## src/hw/rtl/gbfd_pkg.sv

```systemverilog
package gbfd_pkg;

   localparam int ByteWidth  = 8;
   localparam int IndexWidth = 22;
   localparam int CodeWidth  = 21;
   localparam int SigWidth   = 2;
   localparam int RangeCount = 13;
   localparam int QueueDepth = 2;

   // Radices of the byte positions within one sequence
   localparam int RadixTen        = 10;
   localparam int RadixOneTwentySix = 126;

   typedef logic [ByteWidth-1:0]  byte_type;
   typedef logic [IndexWidth-1:0] index_type;
   typedef logic [CodeWidth-1:0]  code_type;
   typedef logic [SigWidth-1:0]   sig_type;

   // One finished linear index travelling from front to back
   typedef struct packed {
      logic      valid;
      index_type index;
   } entry_type;

   localparam index_type RangeLo [RangeCount] = '{
      22'd1688038, 22'd1696437, 22'd1700191, 22'd1701916, 22'd1703065,
      22'd1703947, 22'd1704636, 22'd1705179, 22'd1706261, 22'd1720768,
      22'd1725296, 22'd1726612, 22'd1876218
   };

   localparam index_type RangeHi [RangeCount] = '{
      22'd1695139, 22'd1698546, 22'd1700955, 22'd1702800, 22'd1703535,
      22'd1704319, 22'd1705076, 22'd1705881, 22'd1720686, 22'd1725062,
      22'd1726325, 22'd1726637, 22'd2924793
   };

   localparam code_type RangeBase [RangeCount] = '{
      21'h00452, 21'h02643, 21'h0361B, 21'h03CE1, 21'h04160,
      21'h044D7, 21'h0478E, 21'h049B8, 21'h09FA6, 21'h0E865,
      21'h0FA2A, 21'h0FFE6, 21'h10000
   };

   // Code point minus index, modulo 2^IndexWidth, per range
   function automatic index_type range_offset(input int k);
      range_offset = index_type'({1'b0, RangeBase[k]}) - RangeLo[k];
   endfunction

endpackage

```

## src/hw/rtl/gbfd_ifs.sv

```systemverilog
interface gbfd_req_if;
   logic               valid;
   logic               ready;
   gbfd_pkg::byte_type in_byte;

   modport source (output valid, output in_byte, input ready);
   modport sink   (input valid, input in_byte, output ready);
endinterface

interface gbfd_rsp_if;
   logic               valid;
   logic               ready;
   gbfd_pkg::code_type code_point;
   gbfd_pkg::sig_type  sig_bytes;
   logic               invalid;

   modport source (output valid, output code_point, output sig_bytes, output invalid,
                   input ready);
   modport sink   (input valid, input code_point, input sig_bytes, input invalid,
                   output ready);
endinterface

```

## src/hw/rtl/gbfd_front.sv

```systemverilog
module gbfd_front (
   input  logic                clock,
   input  logic                reset,
   gbfd_req_if.sink            req,
   input  logic                queue_full,
   output gbfd_pkg::entry_type push
);

   localparam logic [1:0] PhaseFirst  = 2'd0;
   localparam logic [1:0] PhaseSecond = 2'd1;
   localparam logic [1:0] PhaseThird  = 2'd2;
   localparam logic [1:0] PhaseLast   = 2'd3;

   logic [1:0]          phase_ff, phase_in;
   gbfd_pkg::index_type accum_ff, accum_in;
   gbfd_pkg::index_type sum;
   logic                take;

   // only the fourth word needs room in the queue
   assign req.ready = (phase_ff != PhaseLast) || !queue_full;
   assign take      = req.valid && req.ready;
   assign sum       = accum_ff + gbfd_pkg::index_type'(req.in_byte);

   always_comb begin
      phase_in = phase_ff;
      accum_in = accum_ff;
      if (take) begin
         case (phase_ff)
            PhaseFirst: begin
               accum_in = gbfd_pkg::index_type'(req.in_byte)
                        * gbfd_pkg::index_type'(gbfd_pkg::RadixTen);
               phase_in = PhaseSecond;
            end
            PhaseSecond: begin
               accum_in = sum * gbfd_pkg::index_type'(gbfd_pkg::RadixOneTwentySix);
               phase_in = PhaseThird;
            end
            PhaseThird: begin
               accum_in = sum * gbfd_pkg::index_type'(gbfd_pkg::RadixTen);
               phase_in = PhaseLast;
            end
            default: begin
               accum_in = sum;
               phase_in = PhaseFirst;
            end
         endcase
      end
   end

   assign push.valid = take && (phase_ff == PhaseLast);
   assign push.index = sum;

   always_ff @(posedge clock) begin
      if (reset) begin
         phase_ff <= PhaseFirst;
         accum_ff <= '0;
      end else begin
         phase_ff <= phase_in;
         accum_ff <= accum_in;
      end
   end

   a_wrap: assert property (@(posedge clock) disable iff (reset)
      take && (phase_ff == PhaseLast) |=> phase_ff == PhaseFirst)
      else $error("phase did not wrap after the fourth word");

endmodule

```

## src/hw/rtl/gbfd_queue.sv

```systemverilog
module gbfd_queue #(
   parameter int DEPTH = gbfd_pkg::QueueDepth
) (
   input  logic                clock,
   input  logic                reset,
   input  gbfd_pkg::entry_type push,
   input  logic                pop,
   output gbfd_pkg::entry_type head,
   output logic                full
);

   localparam int PtrWidth = (DEPTH > 1) ? $clog2(DEPTH) : 1;
   localparam int CntWidth = $clog2(DEPTH + 1);

   gbfd_pkg::index_type mem [DEPTH];
   logic [PtrWidth-1:0] wr_ptr_ff, wr_ptr_in;
   logic [PtrWidth-1:0] rd_ptr_ff, rd_ptr_in;
   logic [CntWidth-1:0] count_ff, count_in;
   logic                do_push, do_pop;

   assign full       = (count_ff == CntWidth'(DEPTH));
   assign head.valid = (count_ff != '0);
   assign head.index = mem[rd_ptr_ff];
   assign do_push    = push.valid && !full;
   assign do_pop     = pop && head.valid;

   always_comb begin
      wr_ptr_in = wr_ptr_ff;
      rd_ptr_in = rd_ptr_ff;
      count_in  = count_ff;
      if (do_push) begin
         wr_ptr_in = (wr_ptr_ff == PtrWidth'(DEPTH - 1)) ? '0 : wr_ptr_ff + 1'b1;
      end
      if (do_pop) begin
         rd_ptr_in = (rd_ptr_ff == PtrWidth'(DEPTH - 1)) ? '0 : rd_ptr_ff + 1'b1;
      end
      if (do_push && !do_pop) begin
         count_in = count_ff + 1'b1;
      end else if (do_pop && !do_push) begin
         count_in = count_ff - 1'b1;
      end
   end

   always_ff @(posedge clock) begin
      if (do_push) begin
         mem[wr_ptr_ff] <= push.index;
      end
   end

   always_ff @(posedge clock) begin
      if (reset) begin
         wr_ptr_ff <= '0;
         rd_ptr_ff <= '0;
         count_ff  <= '0;
      end else begin
         wr_ptr_ff <= wr_ptr_in;
         rd_ptr_ff <= rd_ptr_in;
         count_ff  <= count_in;
      end
   end

   a_bound: assert property (@(posedge clock) disable iff (reset)
      count_ff <= CntWidth'(DEPTH))
      else $error("queue count out of range");

   a_no_overflow: assert property (@(posedge clock) disable iff (reset)
      push.valid |-> !full)
      else $error("push into a full queue");

endmodule

```

## src/hw/rtl/gbfd_back.sv

```systemverilog
module gbfd_back (
   input  logic                clock,
   input  logic                reset,
   input  gbfd_pkg::entry_type head,
   output logic                pop,
   gbfd_rsp_if.source          rsp
);

   logic [gbfd_pkg::RangeCount-1:0] hit;
   gbfd_pkg::index_type             offset;
   gbfd_pkg::index_type             cp_sum;
   gbfd_pkg::code_type              cp;
   gbfd_pkg::sig_type               sig;
   logic                            miss;

   logic                valid_ff, valid_in;
   gbfd_pkg::code_type  code_ff;
   gbfd_pkg::sig_type   sig_ff;
   logic                inv_ff;

   // ranges are disjoint, so at most one hit; OR its offset in
   always_comb begin
      offset = '0;
      for (int k = 0; k < gbfd_pkg::RangeCount; k++) begin
         hit[k] = (head.index >= gbfd_pkg::RangeLo[k]) &&
                  (head.index <= gbfd_pkg::RangeHi[k]);
         if (hit[k]) begin
            offset = offset | gbfd_pkg::range_offset(k);
         end
      end
   end

   assign miss   = (hit == '0);
   assign cp_sum = head.index + offset;

   always_comb begin
      cp = miss ? '0 : cp_sum[gbfd_pkg::CodeWidth-1:0];
      if (cp[gbfd_pkg::CodeWidth-1:16] != '0) begin
         sig = 2'd3;
      end else if (cp[15:8] != '0) begin
         sig = 2'd2;
      end else if (cp[7:0] != '0) begin
         sig = 2'd1;
      end else begin
         sig = 2'd0;
      end
   end

   // advance when the output register is empty or being drained
   assign pop      = head.valid && (!valid_ff || rsp.ready);
   assign valid_in = pop || (valid_ff && !rsp.ready);

   always_ff @(posedge clock) begin
      if (pop) begin
         code_ff <= cp;
         sig_ff  <= sig;
         inv_ff  <= miss;
      end
   end

   always_ff @(posedge clock) begin
      if (reset) begin
         valid_ff <= 1'b0;
      end else begin
         valid_ff <= valid_in;
      end
   end

   assign rsp.valid      = valid_ff;
   assign rsp.code_point = code_ff;
   assign rsp.sig_bytes  = sig_ff;
   assign rsp.invalid    = inv_ff;

   a_miss_zero: assert property (@(posedge clock) disable iff (reset)
      valid_ff && inv_ff |-> (code_ff == '0) && (sig_ff == '0))
      else $error("invalid result carries a code point");

   a_pop_lands: assert property (@(posedge clock) disable iff (reset)
      pop |=> valid_ff)
      else $error("popped index did not reach the output register");

endmodule

```

## src/hw/rtl/gb18030_four_byte_decoder.sv

```systemverilog
// Channel  Port     Dir  Payload                              Accepted when
// -------  -------  ---  -----------------------------------  -------------------
// request  req_ch   in   in_byte[7:0]                         valid && ready
// response rsp_ch   out  code_point[20:0] sig_bytes[1:0] inv  valid && ready
//
// One word per cycle in, one result per four words out, with no bubbles while the
// queue has room. A result goes from its fourth word through a queue write, then the
// range match into the output register; the 13-way range match sets that path.
// Reset is synchronous and clears the byte phase, the queue and the output valid.
// A stalled response fills the QUEUE_DEPTH-entry queue; only a fourth word
// waits on a full queue, the first three words of a sequence are always taken.
module gb18030_four_byte_decoder #(
   parameter int QUEUE_DEPTH = gbfd_pkg::QueueDepth
) (
   input  logic        clock,
   input  logic        reset,
   gbfd_req_if.sink    req_ch,
   gbfd_rsp_if.source  rsp_ch
);

   // finished index from the folding front end
   gbfd_pkg::entry_type push;
   // oldest queued index, seen by the range matcher
   gbfd_pkg::entry_type head;
   logic                queue_full;
   logic                pop;

   // fold bytes into the linear index; emit it on the fourth word
   gbfd_front u_front (
      .clock      (clock),
      .reset      (reset),
      .req        (req_ch),
      .queue_full (queue_full),
      .push       (push)
   );

   // decouple folding from lookup so each side stalls on its own
   gbfd_queue #(
      .DEPTH (QUEUE_DEPTH)
   ) u_queue (
      .clock (clock),
      .reset (reset),
      .push  (push),
      .pop   (pop),
      .head  (head),
      .full  (queue_full)
   );

   // match against the range table, form the code point, hold it for the sink
   gbfd_back u_back (
      .clock (clock),
      .reset (reset),
      .head  (head),
      .pop   (pop),
      .rsp   (rsp_ch)
   );

endmodule

```

## src/flat_wrapper.sv

```systemverilog
// flat-port wrapper written by rule: the top's interface ports become plain ports
module gb18030_four_byte_decoder_flat 
#(
   parameter int QUEUE_DEPTH = gbfd_pkg::QueueDepth
)
  (clock, reset, req_ch_valid, req_ch_in_byte, req_ch_ready, rsp_ch_valid, rsp_ch_code_point, rsp_ch_sig_bytes, rsp_ch_invalid, rsp_ch_ready);
  gbfd_req_if req_ch_i ();
  gbfd_rsp_if rsp_ch_i ();
  input  logic clock;
  input  logic reset;
  input wire logic [$bits(req_ch_i.valid)-1:0] req_ch_valid;
  input wire logic [$bits(req_ch_i.in_byte)-1:0] req_ch_in_byte;
  output wire logic [$bits(req_ch_i.ready)-1:0] req_ch_ready;
  output wire logic [$bits(rsp_ch_i.valid)-1:0] rsp_ch_valid;
  output wire logic [$bits(rsp_ch_i.code_point)-1:0] rsp_ch_code_point;
  output wire logic [$bits(rsp_ch_i.sig_bytes)-1:0] rsp_ch_sig_bytes;
  output wire logic [$bits(rsp_ch_i.invalid)-1:0] rsp_ch_invalid;
  input wire logic [$bits(rsp_ch_i.ready)-1:0] rsp_ch_ready;
  assign req_ch_i.valid = req_ch_valid;
  assign req_ch_i.in_byte = req_ch_in_byte;
  assign req_ch_ready = req_ch_i.ready;
  assign rsp_ch_valid = rsp_ch_i.valid;
  assign rsp_ch_code_point = rsp_ch_i.code_point;
  assign rsp_ch_sig_bytes = rsp_ch_i.sig_bytes;
  assign rsp_ch_invalid = rsp_ch_i.invalid;
  assign rsp_ch_i.ready = rsp_ch_ready;
  gb18030_four_byte_decoder #(.QUEUE_DEPTH(QUEUE_DEPTH)) u_core (.clock(clock), .reset(reset), .req_ch(req_ch_i), .rsp_ch(rsp_ch_i));
endmodule
```

## config.mk

```make
export PLATFORM = sky130hd
export DESIGN_NAME = gb18030_four_byte_decoder_flat
export DESIGN_NICKNAME = d
export VERILOG_FILES = /design/src/hw/rtl/gbfd_pkg.sv /design/src/hw/rtl/gbfd_ifs.sv /design/src/hw/rtl/gbfd_front.sv /design/src/hw/rtl/gbfd_queue.sv /design/src/hw/rtl/gbfd_back.sv /design/src/hw/rtl/gb18030_four_byte_decoder.sv /design/src/flat_wrapper.sv
export SDC_FILE = /design/constraint.sdc
export NUM_CORES = 1
export LEC_CHECK = 0
export BUFFER_PORTS_ARGS = -buffer_cell sky130_fd_sc_hd__buf_2
export CAP_MARGIN = 10
export CELL_PAD_IN_SITES_DETAIL_PLACEMENT = 2
export CELL_PAD_IN_SITES_GLOBAL_PLACEMENT = 2
export CORE_ASPECT_RATIO = 0.75
export CORE_UTILIZATION = 40
export CTS_CLUSTER_DIAMETER = 60
export DETAILED_ROUTE_END_ITERATION = 10
export PLACE_DENSITY = 0.9
export SYNTH_ARGS = -nofsm -noshare
export SYNTH_HDL_FRONTEND = slang
export SYNTH_SLANG_ARGS = --single-unit
```

## constraint.sdc

```tcl
create_clock -name clock -period 7 [get_ports clock]
set_input_delay 1.05 -clock clock [delete_from_list [all_inputs] [get_ports clock]]
set_output_delay 1.05 -clock clock [all_outputs]
set_load 0.1 [all_outputs]
```

# [Word level (Yosys, flattened, before mapping)]
# Memory sizes are Yosys's and may differ from the RTL's. A register that Yosys moved wholly into a read port is not among the register bits.
# Index checks and enable logic that the tools add are counted.
[op_classes] add_sub_neg=6 n_mul=3 div=0 order_cmp=26 eq_ne=5 n_shift=0 muxes=26 bitwise=0 reduce_logical=37
[op_table] op="greater-or-equal comparator 22 x 21 -> 1 bit, second input constant" n=13
[op_table] op="less-or-equal comparator 22 x 21 -> 1 bit, second input constant" n=12
[op_table] op="2-to-1 mux 19 bit" n=13
[op_table] op="case mux 22 bit (3 select lines)" n=1
[op_table] op="adder 22 x 8 -> 22 bit" n=1
[op_table] op="less-or-equal comparator 22 bit, second input constant" n=1
[op_table] op="multiplier 22 x 3 -> 21 bit, second input constant" n=1
[op_table] op="multiplier 22 x 6 -> 21 bit, second input constant" n=1
[op_table] op="adder 21 x 19 -> 21 bit" n=1
[op_table] op="logical AND 1 bit" n=21
[op_table] op="2-to-1 mux 21 bit" n=1
[op_table] op="nonzero test 8 bit" n=2
[op_table] op="zero test 13 bit" n=1
[op_table] op="multiplier 8 x 3 -> 11 bit, second input constant" n=1
[op_table] op="2-to-1 mux 1 bit" n=8
[op_table] op="equality test 2 bit, second input constant" n=3
[op_table] op="case mux 2 bit (3 select lines)" n=1
[op_table] op="zero test 1 bit" n=5
[op_table] op="nonzero test 5 bit" n=1
[op_table] op="2-to-1 mux 2 bit" n=2
[op_table] op="nonzero test 2 bit" n=2
[op_table] op="logical OR 1 bit" n=3
[op_table] op="adder 1 bit, second input constant" n=2
[op_table] op="adder 2 x 1 -> 2 bit, second input constant" n=1
[op_table] op="5 further kinds" n=5
[word_totals] reg_bits=53 latch_bits=0 mem_bits_rw=44 rom_bits=0 in_bits=12 out_inout_bits=26 word_cells=114 memories=1
[memory_table] name="u_core.u_queue.mem" words=2 word_bits=22 rd=1 rd_clocked_by_memory_dff=1 wr=1 line_no="gbfd_queue.sv:15" rtl="gbfd_pkg::index_type mem [DEPTH];"

# [Depth between registers and ports, before layout]
[depth] word_depth=20 depth_mapped=23 ltp_nobuf=23

# [Cells and area by module]
# From an unflattened synthesis, not the netlist that was laid out.
[hier_totals] hier_cells=1226 hier_area_um2=10821.6
[by_module_without_submodules] mod="gbfd_front" instances=1 cells_per_inst=685 area_each_um2=5561.6
[by_module_without_submodules] mod="gbfd_back" instances=1 cells_per_inst=448 area_each_um2=3460.8
[by_module_without_submodules] mod="gbfd_queue" instances=1 cells_per_inst=93 area_each_um2=1799.2

# [Worst setup path before layout]
# Ideal clock, no wire load.
[synth_path] path_type="input to register" startpoint="input req_ch_in_byte[0]" endpoint="register u_core.u_front.accum_ff[21]" t_arrival_ps=6219 required_time_ps=6868 setup_slack_ps=649 path_stages=20 cell_sequence="ha_1 -> fa_1 -> a211oi_1 -> nor2_1 -> o21ai_1 -> xnor2_1 -> inv_1 -> fa_1 -> fa_1 -> inv_1 -> fa_1 -> ha_1 -> o21a_1 -> o21a_1 -> a311oi_1 -> o21ai_0 -> a31oi_1 -> xnor2_1 -> a221oi_1 -> nor3_1"
[synth_rtl] item="start, declared" line_no="flat_wrapper.sv:12" rtl="input wire logic [$bits(req_ch_i.in_byte)-1:0] req_ch_in_byte;"
[synth_rtl] item="end signal, assigned" line_no="gbfd_front.sv:59" rtl="accum_ff <= accum_in;"
[synth_rtl] item="end, declared" line_no="gbfd_front.sv:15" rtl="gbfd_pkg::index_type accum_ff, accum_in;"

# [Final worst setup path]
[layout_path] startpoint="input req_ch_in_byte[1]" endpoint="register u_core.u_front.accum_ff[16]"
[layout_via] elab_chain_len=3
[layout_lines] item="adder 22 x 8 -> 22 bit *" line_no="gbfd_front.sv:22" rtl="assign sum = accum_ff + gbfd_pkg::index_type'(req.in_byte);"
[layout_lines] item="multiplier 22 x 3 -> 21 bit / multiplier 22 x 6 -> 21 bit (equally long branches)" line_no="gbfd_front.sv:39, gbfd_front.sv:35"
[layout_lines] item="case mux 22 bit (3 select lines) *" line_no="gbfd_front.sv:28" rtl="case (phase_ff)"
# Mark *: on every way between the ends. The rest lies on a longest branch, timed or not.
# A chain may end at the register's enable or synchronous reset.

==> out/qor.csv <==
metric,value,unit
Post-Route WL,47980,µm
number of synthesis warnings,0,
gr ovfl total,0,
library cells used by synthesis,92,
pin count of the biggest net entering global routing,68,
IO Pins,38,
Worst Path Max Fanout,4,
Core Region,27330,µm²
Critical Path Max Stage Delay,0.76,ns
CP arrival,7.10,ns
fraction of synthesized cell area in xor and xnor cells,0.06152,
Post-DRT Antenna Nets,0,
deepest clock path buffer count,2,
Post-Synthesis Cells,1299,
hold_buf cts,0,
DR iter-0 viols,1201,
syn nets,1466,
final hold vios,0,
Relative slew margins,0.1911,
Final min period,6.876,ns
"Cell Chain, Critical Path",buf_2 -> ha_1 -> a211oi_1 -> o21ai_0 -> fa_1 -> inv_1 -> fa_1 -> inv_1 -> fa_1 -> inv_1 -> ha_1 -> nor2b_1 -> o21ai_0 -> a21boi_0 -> o2111ai_1 -> nand3b_1 -> a31oi_1 -> xnor2_1 -> a221oi_1 -> a211oi_1,
Clock Skew,0.01937,ns
worst skew pair latency,0.39,ns
ANT cells,0,
1st-pass router iterations,5,
dpl ws,-0.1773,ns
Die Wd,195.6,µm
Reg area,2646,µm²
largest family of logic cells by synthesized area,compound AO/OA/AOI/OAI gates,
largest delay contributor family on the critical path,compound AO/OA/AOI/OAI gates,
FP Rows,52,
Setup TNS,0,ns
Post-Synth Adder-Cell Area,0.2085,
CP Class,primary input to flip-flop,
synthesized area per cell,8.658,µm²
CTS buffer count,9,
die area,28800,µm²
"FF+latch count, synth",98,
multi-input logic area,7974,µm²
max-cap violations,0,
clock sink count,98,
All-Layer GR Usage,0.3339,
fmax,145.4,MHz
initial antenna violation count,2,
asr flop ratio synth,0,
Initial Util,0.4116,
mux contribution to synthesized area,0.01646,
critical path launch point type,primary input,
vias in the first global route,12290,
outcome,"complete, no violations",
CP required,7.23,ns
dpl hpwl,36610,µm
share of post-route cells with drive strength above 1,0.1050,
first-pass GRT wire length,73840,µm
slowest CP cell,fa_1,
worst hold path type,flip-flop to flip-flop,
sequential area share after synthesis,0.2350,
H-tree levels,3,
Setup-failing EPs final,0,
Layout area overhead,10.17,%
Slew @ Worst Pin,1.213,ns
final period utilization,0.9823,
drt wl/cell,28.01,µm
routability cong.,0.9788,
Synth Area in Simple Gates,0.1982,
fin nets,1524,
Die Y,147.2,µm
Synth Area in Compound Gates,0.2200,
ys flop type,edfxtp_1,
via count,11210,
number of flops mapped to enable cells by yosys,68,
CTS tree,built,
Crit. End Element,flip-flop,
Mapped Area,11250,µm²
max-slew violations,0,
FILL cells,3056,
Clock Tree Root,clkbuf_16,
I/O Buffers,37,
buffers plus inverters on the worst setup path,4,
setup slack after layout,0.1241,ns
DRC errors left,0,
DR vias/cell,6.545,
clk slew on worst S/H paths,0.08,ns
## logic make-up (layout without fill, tap and decap cells)
family	after synthesis	count (layout)
buffers and inverters	160	223
XOR/XNOR	79	79
multiplexers	16	16
AO/OA/AOI/OAI	364	364
AND/OR/NAND/NOR	427	427
flip-flops	98	98
adder cells (fa/ha/maj)	155	155
## per-stage QoR
step	hold WS, ns	std cells	cell area, µm²	utilization
6_report	0.4664	1713	12390	0.4534
5_1_grt	0.4981	1713	12390	0.4534
4_1_cts	0.4713	1709	12310	0.4504
3_5_place_dp	0.4619	1693	12000	0.4391
3_3_place_gp	0.4532	1693	12000	0.4391
2_1_floorplan	0.4356	1299	11250	-
## cell usage after synthesis, types with 14 or more instances
cell type / n / share of area
inv_1: 119 / 0.040
nand2_1: 106 / 0.035
ha_1: 101 / 0.11
a21oi_1: 92 / 0.041
nor2_1: 92 / 0.031
edfxtp_1: 68 / 0.18
o21ai_0: 63 / 0.028
fa_1: 54 / 0.096
xnor2_1: 51 / 0.040
nand3_1: 34 / 0.015
nor2b_1: 31 / 0.017
dfxtp_1: 30 / 0.053
xor2_1: 28 / 0.022
nor3_1: 27 / 0.012
a211oi_1: 20 / 0.013
clkbuf_1: 20 / 0.0067
o211ai_1: 20 / 0.013
nand2b_1: 19 / 0.011
nand3b_1: 18 / 0.012
or3_1: 16 / 0.0089
a21o_1: 15 / 0.010
a31oi_1: 14 / 0.0078
## worst register-to-register path: stages, from the launching register on
cell and delay (ns):
dfxtp_4 0.50, buf_12 0.24, or3b_1 0.44, a222oi_1 0.56, nand2_1 0.28, or4b_1 0.57
a221oi_2 0.39, or2_1 0.22, nor3_1 0.10, buf_4 0.19, fa_1 0.43, nor2b_1 0.24
o31ai_1 0.10, buf_4 0.15, a211oi_1 0.35, o21ai_0 0.27, o21ai_0 0.31, o21ai_0 0.16
xor2_1 0.20, nor4_1 0.42, a21oi_1 0.15
## worst paths after layout
kind	to	startpoint	depth (start not counted)	slack (ns)
setup / recovery	u_core.u_front.accum_ff[16]	req_ch_in_byte[1]	20	0.12
hold / removal	u_core.u_front.accum_ff[3]	u_core.u_front.accum_ff[3]	2	0.47
setup reg to reg	u_core.u_back.rsp.sig_bytes[1]	flip-flop	20	0.46
hold reg to reg	u_core.u_front.accum_ff[3]	u_core.u_front.accum_ff[3]	2	0.47
## placed cells by master (no fill, tap or decap), types with 11 or more instances in the layout
cell type and n:
edfxtp_1 68, a21o_1 15, nor2_1 91, nand3b_1 18, buf_2 37, xor2_1 27, inv_1 118, fa_1 54
nor2b_1 30, o21a_1 13, a31oi_1 14, buf_4 46, dfxtp_1 29, nand2b_1 19, nand2_1 106, o211ai_1 20
nor4_1 11, and3_1 12, or3_1 16, nand4_1 13, xnor2_1 50, nand3_1 34, ha_1 101, nor3_1 27
a211oi_1 18, a21oi_1 92, o21ai_0 62
## state kept, by name, summed over array words and instances, names as in the netlist, named ones only
register	flops
u_core.u_back.rsp.invalid	1
u_core.u_queue.rd_ptr_ff	1
u_core.u_queue.mem	44
u_core.u_queue.count_ff	2
u_core.u_back.rsp.code_point	21
u_core.u_back.rsp.sig_bytes	2
u_core.u_front.accum_ff	22
u_core.u_back.rsp.valid	1
u_core.u_front.phase_ff	2
u_core.u_queue.wr_ptr_ff	1
## cell type report
class | instances | share of cell area
repair buffers | 85 | 0.04605
flip-flops and latches | 98 | 0.2136
multi-input cells | 1041 | 0.6435
clock buffers | 9 | 0.01818
clock inverters | 7 | 0.005958
well taps | 351 | 0.03544
inverters | 122 | 0.03726
## routing by layer
metal / part of all wire / vias up / routed length (µm) / track usage
met5: 0.00056 / - / 27 / 0
met2: 0.46 / 473 / 21840 / 0.5316
met3: 0.077 / 97 / 3673 / 0.07231
li1: - / 4881 / - / -
met1: 0.45 / 5757 / 21480 / 0.4571
met4: 0.020 / 4 / 962 / 0.08937
## repair_timing
item / 4_1_cts / 5_1_grt
setup endpoints to repair: 1 / 11
gates resized for setup: 1 / 9
pin swaps: 0 / 2
gates cloned: 0 / 0
buffers inserted: 0 / 4
Power is not shown: default switching activity piles up to over one toggle a cycle in this logic, so the estimate is an artifact.
